## config.mk

```make
export PLATFORM = sky130hd
export DESIGN_NAME = reversible_deque_min_max
export DESIGN_NICKNAME = d
export VERILOG_FILES = /design/src/rdmm_pkg.sv /design/src/reversible_deque_min_max.sv /design/src/rdmm_ctrl.sv /design/src/rdmm_datapath.sv
export SDC_FILE = /design/constraint.sdc
export NUM_CORES = 1
export LEC_CHECK = 0
export BUFFER_PORTS_ARGS = -buffer_cell sky130_fd_sc_hd__buf_2
export CAP_MARGIN = 20
export CORE_AREA = 5 5 318 320
export CTS_BUF_LIST = sky130_fd_sc_hd__clkbuf_2 sky130_fd_sc_hd__clkbuf_4 sky130_fd_sc_hd__clkbuf_8
export DETAILED_ROUTE_END_ITERATION = 6
export DIE_AREA = 0 0 323 325
export PLACE_DENSITY_LB_ADDON = 0.1
export RECOVER_POWER = 100
export SLEW_MARGIN = 20
export SYNTH_ARGS = -nofsm -noshare
export SYNTH_HDL_FRONTEND = slang
export SYNTH_SLANG_ARGS = --single-unit
export TNS_END_PERCENT = 30
```

## constraint.sdc

```tcl
create_clock -name clk -period 21.5 [get_ports clk]
set_clock_uncertainty 0.15 [all_clocks]
set_input_delay 4.3 -clock clk [delete_from_list [all_inputs] [get_ports clk]]
set_output_delay 4.3 -clock clk [all_outputs]
set_load 0.01 [all_outputs]
```

## src/rdmm_pkg.sv

```systemverilog
`default_nettype none

package rdmm_pkg;

    localparam int CAPACITY   = 16;
    localparam int VALUE_BITS = 32;

    localparam int SLOT_W = $clog2(CAPACITY);
    localparam int CNT_W  = $clog2(CAPACITY + 1);
    localparam int SUM_W  = CNT_W + 1;

    localparam logic [CNT_W-1:0]  CAP_CNT   = CNT_W'(CAPACITY);
    localparam logic [SLOT_W-1:0] LAST_SLOT = SLOT_W'(CAPACITY - 1);
    localparam logic [SUM_W-1:0]  CAP_SUM   = SUM_W'(CAPACITY);

    typedef enum logic [2:0] {
        ACT_ADD_FRONT  = 3'd0,
        ACT_ADD_BACK   = 3'd1,
        ACT_DROP_FRONT = 3'd2,
        ACT_DROP_BACK  = 3'd3,
        ACT_REVERSE    = 3'd4,
        ACT_QUERY      = 3'd5
    } action_t;

    typedef enum logic [1:0] {
        STS_OK        = 2'd0,
        STS_POP_EMPTY = 2'd1,
        STS_PUSH_FULL = 2'd2
    } status_t;

    typedef enum logic [1:0] {
        ST_IDLE,
        ST_APPLY,
        ST_SCAN
    } rdmm_state_t;

    // controller to datapath
    typedef struct packed {
        logic load_in;
        logic apply;
        logic scan;
        logic load_out;
    } rdmm_cmd_t;

    // datapath to controller
    typedef struct packed {
        logic scan_done;
        logic out_free;
    } rdmm_stat_t;

endpackage

`default_nettype wire

```

## src/reversible_deque_min_max.sv

```systemverilog
// Reversible double-ended queue with min/max report.
// Input channel (in_valid/in_ready): one word per request, action plus
// data_value. Output channel (out_valid/out_ready): one result word per
// request with status, entry_count, is_empty, front, back, max and min.
// A request is taken only while the block is idle. It first applies
// the action to the ring store and deque state, then scans the stored
// entries through the single registered read port of the store, one
// entry per cycle. Once the scan is done the result is loaded; the next
// request is taken in the cycle after the result is loaded, so no new
// request is taken while one is in progress.
// The result sits in an output register; if the receiver stalls, the
// block holds the finished scan and loads the register once it frees.
// Reset clears head slot, count, reversal and the handshake state; the
// store contents are not cleared, and no clearing pass is needed.
`default_nettype none

module reversible_deque_min_max
    import rdmm_pkg::*;
(
    input  wire               clk,
    input  wire               rst_n,
    input  wire               in_valid,
    output logic              in_ready,
    input  wire        [2:0]  action,
    input  wire signed [31:0] data_value,
    output logic              out_valid,
    input  wire               out_ready,
    output logic       [1:0]  status,
    output logic       [4:0]  entry_count,
    output logic              is_empty,
    output logic signed [31:0] front_value,
    output logic signed [31:0] back_value,
    output logic signed [31:0] max_value,
    output logic signed [31:0] min_value
);

    rdmm_cmd_t  cmd;
    rdmm_stat_t stat;

    rdmm_ctrl u_ctrl (
        .clk      (clk),
        .rst_n    (rst_n),
        .in_valid (in_valid),
        .in_ready (in_ready),
        .stat     (stat),
        .cmd      (cmd)
    );

    rdmm_datapath u_datapath (
        .clk         (clk),
        .rst_n       (rst_n),
        .cmd         (cmd),
        .stat        (stat),
        .action      (action),
        .data_value  (data_value),
        .out_valid   (out_valid),
        .out_ready   (out_ready),
        .status      (status),
        .entry_count (entry_count),
        .is_empty    (is_empty),
        .front_value (front_value),
        .back_value  (back_value),
        .max_value   (max_value),
        .min_value   (min_value)
    );

endmodule

`default_nettype wire

```

## src/rdmm_ctrl.sv

```systemverilog
`default_nettype none

module rdmm_ctrl
    import rdmm_pkg::*;
(
    input  wire             clk,
    input  wire             rst_n,
    input  wire             in_valid,
    output logic            in_ready,
    input  wire rdmm_stat_t stat,
    output rdmm_cmd_t       cmd
);

    rdmm_state_t state_reg;
    rdmm_state_t state_next;

    always_ff @(posedge clk or negedge rst_n)
    begin
        if (!rst_n)
        begin
            state_reg <= ST_IDLE;
        end
        else
        begin
            state_reg <= state_next;
        end
    end

    always_comb
    begin
        state_next = state_reg;
        case (state_reg)
            ST_IDLE:
            begin
                if (in_valid)
                begin
                    state_next = ST_APPLY;
                end
            end
            ST_APPLY:
            begin
                state_next = ST_SCAN;
            end
            ST_SCAN:
            begin
                if (stat.scan_done && stat.out_free)
                begin
                    state_next = ST_IDLE;
                end
            end
            default:
            begin
                state_next = ST_IDLE;
            end
        endcase
    end

    always_comb
    begin
        in_ready     = 1'b0;
        cmd.load_in  = 1'b0;
        cmd.apply    = 1'b0;
        cmd.scan     = 1'b0;
        cmd.load_out = 1'b0;
        case (state_reg)
            ST_IDLE:
            begin
                in_ready    = 1'b1;
                cmd.load_in = in_valid;
            end
            ST_APPLY:
            begin
                cmd.apply = 1'b1;
            end
            ST_SCAN:
            begin
                cmd.scan     = 1'b1;
                cmd.load_out = stat.scan_done && stat.out_free;
            end
            default:
            begin
                in_ready = 1'b0;
            end
        endcase
    end

endmodule

`default_nettype wire

```

## src/rdmm_datapath.sv

```systemverilog
`default_nettype none

module rdmm_datapath
    import rdmm_pkg::*;
(
    input  wire                      clk,
    input  wire                      rst_n,
    input  wire rdmm_cmd_t           cmd,
    output rdmm_stat_t               stat,
    input  wire        [2:0]         action,
    input  wire signed [31:0]        data_value,
    output logic                     out_valid,
    input  wire                      out_ready,
    output logic       [1:0]         status,
    output logic       [4:0]         entry_count,
    output logic                     is_empty,
    output logic signed [31:0]       front_value,
    output logic signed [31:0]       back_value,
    output logic signed [31:0]       max_value,
    output logic signed [31:0]       min_value
);

    logic [VALUE_BITS-1:0] mem [CAPACITY];

    // latched request word
    action_t                      act_reg;
    logic signed [VALUE_BITS-1:0] data_reg;

    // deque state
    logic [SLOT_W-1:0] first_reg, first_next;
    logic [CNT_W-1:0]  count_reg, count_next;
    logic              rev_reg, rev_next;
    status_t           sts_reg, sts_next;

    // write port
    logic                  we;
    logic [SLOT_W-1:0]     wr_addr;

    // scan
    logic [CNT_W-1:0]             rd_idx_reg, rd_idx_next;
    logic [SLOT_W-1:0]            rd_ptr_reg, rd_ptr_next;
    logic                         pend_reg, pend_next;
    logic [CNT_W-1:0]             pend_off_reg;
    logic                         re;
    logic signed [VALUE_BITS-1:0] rd_data_reg;
    logic signed [VALUE_BITS-1:0] head_reg, tail_reg, mx_reg, mn_reg;

    logic out_valid_reg;

    logic [SLOT_W-1:0] first_prev, first_succ, tail_slot, rd_ptr_succ;
    logic [SUM_W-1:0]  tail_sum;
    logic              is_full, is_void, at_head;

    assign first_prev  = (first_reg == '0) ? LAST_SLOT : first_reg - SLOT_W'(1);
    assign first_succ  = (first_reg == LAST_SLOT) ? '0 : first_reg + SLOT_W'(1);
    assign rd_ptr_succ = (rd_ptr_reg == LAST_SLOT) ? '0 : rd_ptr_reg + SLOT_W'(1);
    assign tail_sum    = SUM_W'(first_reg) + SUM_W'(count_reg);
    assign tail_slot   = (tail_sum >= CAP_SUM) ? SLOT_W'(tail_sum - CAP_SUM)
                                               : SLOT_W'(tail_sum);
    assign is_full     = (count_reg == CAP_CNT);
    assign is_void     = (count_reg == '0);

    // state update for the latched request
    always_comb
    begin
        first_next = first_reg;
        count_next = count_reg;
        rev_next   = rev_reg;
        sts_next   = sts_reg;
        we         = 1'b0;
        wr_addr    = tail_slot;
        at_head    = 1'b0;
        if (cmd.apply)
        begin
            sts_next = STS_OK;
            case (act_reg) inside
                ACT_ADD_FRONT, ACT_ADD_BACK:
                begin
                    at_head = (act_reg == ACT_ADD_FRONT) ? !rev_reg : rev_reg;
                    if (is_full)
                    begin
                        sts_next = STS_PUSH_FULL;
                    end
                    else
                    begin
                        we         = 1'b1;
                        count_next = count_reg + CNT_W'(1);
                        if (at_head)
                        begin
                            first_next = first_prev;
                            wr_addr    = first_prev;
                        end
                    end
                end
                ACT_DROP_FRONT, ACT_DROP_BACK:
                begin
                    at_head = (act_reg == ACT_DROP_FRONT) ? !rev_reg : rev_reg;
                    if (is_void)
                    begin
                        sts_next = STS_POP_EMPTY;
                    end
                    else
                    begin
                        count_next = count_reg - CNT_W'(1);
                        if (at_head)
                        begin
                            first_next = first_succ;
                        end
                    end
                end
                ACT_REVERSE:
                begin
                    rev_next = !rev_reg;
                end
                default:
                begin
                    sts_next = STS_OK;
                end
            endcase
        end
    end

    // one read issued per scan cycle until all entries are read, data back in the next cycle
    always_comb
    begin
        rd_idx_next = rd_idx_reg;
        rd_ptr_next = rd_ptr_reg;
        pend_next   = 1'b0;
        re          = 1'b0;
        if (cmd.apply)
        begin
            rd_idx_next = '0;
            rd_ptr_next = first_next;
        end
        else if (cmd.scan && (rd_idx_reg != count_reg))
        begin
            re          = 1'b1;
            pend_next   = 1'b1;
            rd_idx_next = rd_idx_reg + CNT_W'(1);
            rd_ptr_next = rd_ptr_succ;
        end
    end

    assign stat.scan_done = (rd_idx_reg == count_reg) && !pend_reg;
    assign stat.out_free  = !out_valid_reg || out_ready;

    always_ff @(posedge clk)
    begin
        if (we)
        begin
            mem[wr_addr] <= VALUE_BITS'(data_reg);
        end
        if (re)
        begin
            rd_data_reg <= mem[rd_ptr_reg];
        end
    end

    always_ff @(posedge clk or negedge rst_n)
    begin
        if (!rst_n)
        begin
            first_reg     <= '0;
            count_reg     <= '0;
            rev_reg       <= 1'b0;
            rd_idx_reg    <= '0;
            rd_ptr_reg    <= '0;
            pend_reg      <= 1'b0;
            out_valid_reg <= 1'b0;
        end
        else
        begin
            first_reg  <= first_next;
            count_reg  <= count_next;
            rev_reg    <= rev_next;
            rd_idx_reg <= rd_idx_next;
            rd_ptr_reg <= rd_ptr_next;
            pend_reg   <= pend_next;
            if (cmd.load_out)
            begin
                out_valid_reg <= 1'b1;
            end
            else if (out_ready)
            begin
                out_valid_reg <= 1'b0;
            end
        end
    end

    always_ff @(posedge clk)
    begin
        sts_reg <= sts_next;
        if (cmd.load_in)
        begin
            act_reg  <= action_t'(action);
            data_reg <= VALUE_BITS'(data_value);
        end
        if (re)
        begin
            pend_off_reg <= rd_idx_reg;
        end
        if (pend_reg)
        begin
            if (pend_off_reg == '0)
            begin
                head_reg <= rd_data_reg;
                mx_reg   <= rd_data_reg;
                mn_reg   <= rd_data_reg;
            end
            else
            begin
                if (rd_data_reg > mx_reg)
                begin
                    mx_reg <= rd_data_reg;
                end
                if (rd_data_reg < mn_reg)
                begin
                    mn_reg <= rd_data_reg;
                end
            end
            if (pend_off_reg == count_reg - CNT_W'(1))
            begin
                tail_reg <= rd_data_reg;
            end
        end
        if (cmd.load_out)
        begin
            status      <= sts_reg;
            entry_count <= 5'(count_reg);
            is_empty    <= is_void;
            if (is_void)
            begin
                front_value <= '0;
                back_value  <= '0;
                max_value   <= '0;
                min_value   <= '0;
            end
            else
            begin
                front_value <= rev_reg ? 32'(tail_reg) : 32'(head_reg);
                back_value  <= rev_reg ? 32'(head_reg) : 32'(tail_reg);
                max_value   <= 32'(mx_reg);
                min_value   <= 32'(mn_reg);
            end
        end
    end

    assign out_valid = out_valid_reg;

`ifndef SYNTHESIS
    a_count_bound: assert property (@(posedge clk) disable iff (!rst_n)
        count_reg <= CAP_CNT)
        else $error("entry count above capacity");

    a_first_bound: assert property (@(posedge clk) disable iff (!rst_n)
        first_reg <= LAST_SLOT)
        else $error("head slot out of range");

    a_no_overwrite: assert property (@(posedge clk) disable iff (!rst_n)
        cmd.load_out |-> (!out_valid_reg || out_ready))
        else $error("result overwritten before taken");

    a_pend_in_range: assert property (@(posedge clk) disable iff (!rst_n)
        pend_reg |-> (pend_off_reg < count_reg))
        else $error("scan read beyond stored entries");

    a_state_frozen: assert property (@(posedge clk) disable iff (!rst_n)
        cmd.scan |=> (count_reg == $past(count_reg) && first_reg == $past(first_reg)))
        else $error("deque state moved during scan");
`endif

endmodule

`default_nettype wire

```

==> flow_summary_export.csv <==
group,metric,value,unit
final_layout,syn2layout_area_growth,14.98,%
die,die_x,323,um
final_layout,drive_above_1_share,20.82,%
power,p_leak,12.92,nW
power,p_total,5.165,mW
place,dp_slack,14720,ps
routing,num_vias,16585,
sta,tightest_slew,4866,ps
clocking,numCtsBuffers,153,
clocking,clockBufferDepth,3,
run_status,status,"finished with violations",
clocking,cts_setup_buffers,0,
worst_setup_path,worstPathCellList,"buf_2, nor2b_1, nor4_1, clkbuf_1, clkbuf_1",
clocking,cts_root_buf,"clkbuf_8",
global_routing,grt_overflow,0,
clocking,cts_resized,0,
clocking,clock_latency,790,ps
yosys,synth.avg_cell_area,19.79,sq um
yosys,ys_ff_latch,873,
sta,setup_slack,11680,ps
yosys,synth_cell_types,56,
die,rows,115,
yosys,ys_warn_count,0,
worst_setup_path,critPathMaxFanout,72,
global_routing,grtUsageTotal,15.17,%
yosys,syn-instance-count,1717,
worst_setup_path,r2r-end,"u_datapath.rd_data_reg[8]",
final_layout,fin_cells,3418,
final_layout,layout_common_cells,"edfxtp_1, clkbuf_1, mux4_2",
sta,post-route-period-util,45.68,%
yosys,yosysTopAreaCell,"edfxtp_1",
worst_setup_path,cp_data_required_time,21640,ps
place,port_buffers,176,
yosys,synth_area_leaders,"edfxtp_1, mux4_2, ha_1",
yosys,synth_edf_count,850,
sta,relSlewSlack,-224.4,%
global_routing,grt_pass1_wl,117.7,mm
final_layout,seq_area,26110,sq um
die,initial_core_util,34.73,%
global_routing,grt_max_degree,84,
run,max_cap_viol_count,30,
sta,hold_viol_final,0,
yosys,ys_seq_area_share,76.80,%
worst_setup_path,critPathMostFrequentCell,"clkbuf_1",
hold_path,hold_path_depth,0,
power,power_density,132.2,nW/um^2
final_layout,multi_input_area,7385,sq um
place,gp_congestion,0.7343,
die,num_io_pins,177,
yosys,ys.flop_type,"edfxtp_1",
worst_setup_path,slowest_stage,"clkbuf_1",
clocking,htree_num_levels,4,
routing,viasPerCell,4.852,
worst_setup_path,crit_type,"in2reg",
worst_setup_path,reg2reg_depth,4,
routing,drc_errors,0,
worst_setup_path,max_stage_delay,2770,ps
routing,postRouteAntennaNets,0,
sta,slew_viol_final,1108,
die,die-area,105000,sq um
sta,fin_hold_ws,280.0,ps
power,ir_drop,0.05736,mV
sta,setup_tns,0,ps
yosys,synth.area.mux_share,12.58,%
place,dp_cells,3147,
die,design.core.area,97840,sq um
routing,routed_wl,79.32,mm
final_layout,largest_reg_flops,512,
clocking,cts_sinks,873,
yosys,synth_top_family_by_area,"multiplexers",
final_layout,final.fill_count,9013,
clocking,cts_tree,"yes",
yosys,synth_xor_xnor_area_share,0.6921,%
yosys,syn-num-nets,1830,
worst_setup_path,r2r_start,"u_datapath.rd_ptr_reg[1]",
yosys,synth_compound_area_share,1.856,%
yosys,async_flop_share,2.635,%
final_layout,regMostFlops,"u_datapath.mem",
routing,drt-initial-drc-count,979,
worst_setup_path,start_kind,"input port",
routing,avgRoutedWirePerCell,23.21,um
clocking,ctsHoldBuffers,0,
run_status,violations,"capacitance limit, slew limit",
sta,grt_setup_unrepaired,"no",
clocking,clk_pin_slew_worst_paths,60,ps
sta,report.final.setup_viol,0,
hold_path,holdCritPathClass,"reg2reg",
final_layout,fin_nets,2128,
hold_path,min_from,"u_datapath.sts_reg[1]",
hold_path,hold_end,"u_datapath.status[1]",
yosys,synth_fa_ha_area_share,2.746,%
yosys,synth_area,33990,sq um
sta,period_needed,9822,ps
final_layout,layout_commonest_cell,"edfxtp_1",
routing,dr.pass1.iters,4,
worst_setup_path,crit_family,"buffers and inverters",
yosys,synth_top_area_share,75.10,%
worst_setup_path,r2r_slack,12960,ps
global_routing,antenna_found_initial,4,
die,die_y,325,um
sta,timing.fmax,101.8,MHz
place,dpl.hpwl,44.75,mm
worst_setup_path,critPathBufInv,3,
worst_setup_path,cp-end-kind,"register",
yosys,synth-simple-area-share,3.685,%
global_routing,grt_pass1_vias,17988,
worst_setup_path,arrival,9960,ps
-- cell usage after synthesis, drive strengths merged, types with 23 or more instances --
| library cell | instances |
|---|---|
| mux2i | 67 |
| nand2 | 43 |
| inv | 69 |
| dfrtp | 23 |
| o21ai | 23 |
| edfxtp | 850 |
| a21oi | 36 |
| mux4 | 160 |
| nor2 | 161 |
| clkbuf | 38 |
| buf | 32 |
| ha | 73 |
-- per-layer routing --
metal	GRT usage (%)	part of all wire (%)
met4	4.286	1.9
met2	25.09	49
met3	3.353	4.7
met5	0	0
met1	20.30	45
-- worst reg2reg max path, cell delays in order (launching register included) --
cell	delay, ps
dfrtp_4	430
clkbuf_1	3390
clkbuf_1	3080
mux4_2	610
mux4_2	590
-- through the flow --
stage / util [%] / cell area, sq um
2_1_floorplan: - / 33990
5_1_grt: 39.93 / 39070
3_5_place_dp: 37.42 / 36610
4_1_cts: 40.31 / 39440
6_report: 39.94 / 39080
3_3_place_gp: 37.42 / 36610
-- how the worst max path moves through the flow --
stage | startpoint | to | slack, ps | depth (start not counted)
after global placement | out_ready | u_datapath.back_value[12] | 14750 | 5
after CTS | u_ctrl.state_reg[0] | in_ready | 15460 | 2
after floorplan | out_ready | u_datapath.out_valid | 2900 | 3
final | out_ready | u_datapath.front_value[14] | 11680 | 5
after global routing | out_ready | u_datapath.front_value[14] | 11140 | 5
after detailed placement | out_ready | u_datapath.back_value[12] | 14720 | 5
-- area by class of cell --
class,count,area share [%]
tap,1287,4.121
inverter,71,0.6852
sequential,873,66.82
multi-input combinational,703,18.90
antenna,3,0.01921
clock inverter,73,0.9798
timing repair buffer,213,2.232
clock buffer,195,6.244
-- logic make-up after synthesis --
family / Yosys count
XOR/XNOR: 26
adder cells (fa/ha/maj): 74
AND/OR/NAND/NOR: 274
multiplexers: 227
AO/OA/AOI/OAI: 102
buffers and inverters: 141
flip-flops: 873
-- power breakdown --
part | switching, mW | internal (mW)
Clock | 0.660 | 0.763
Sequential | 0.206 | 2.21
Combinational | 0.733 | 0.595
Note: power is estimated with default switching activity, not from simulation.
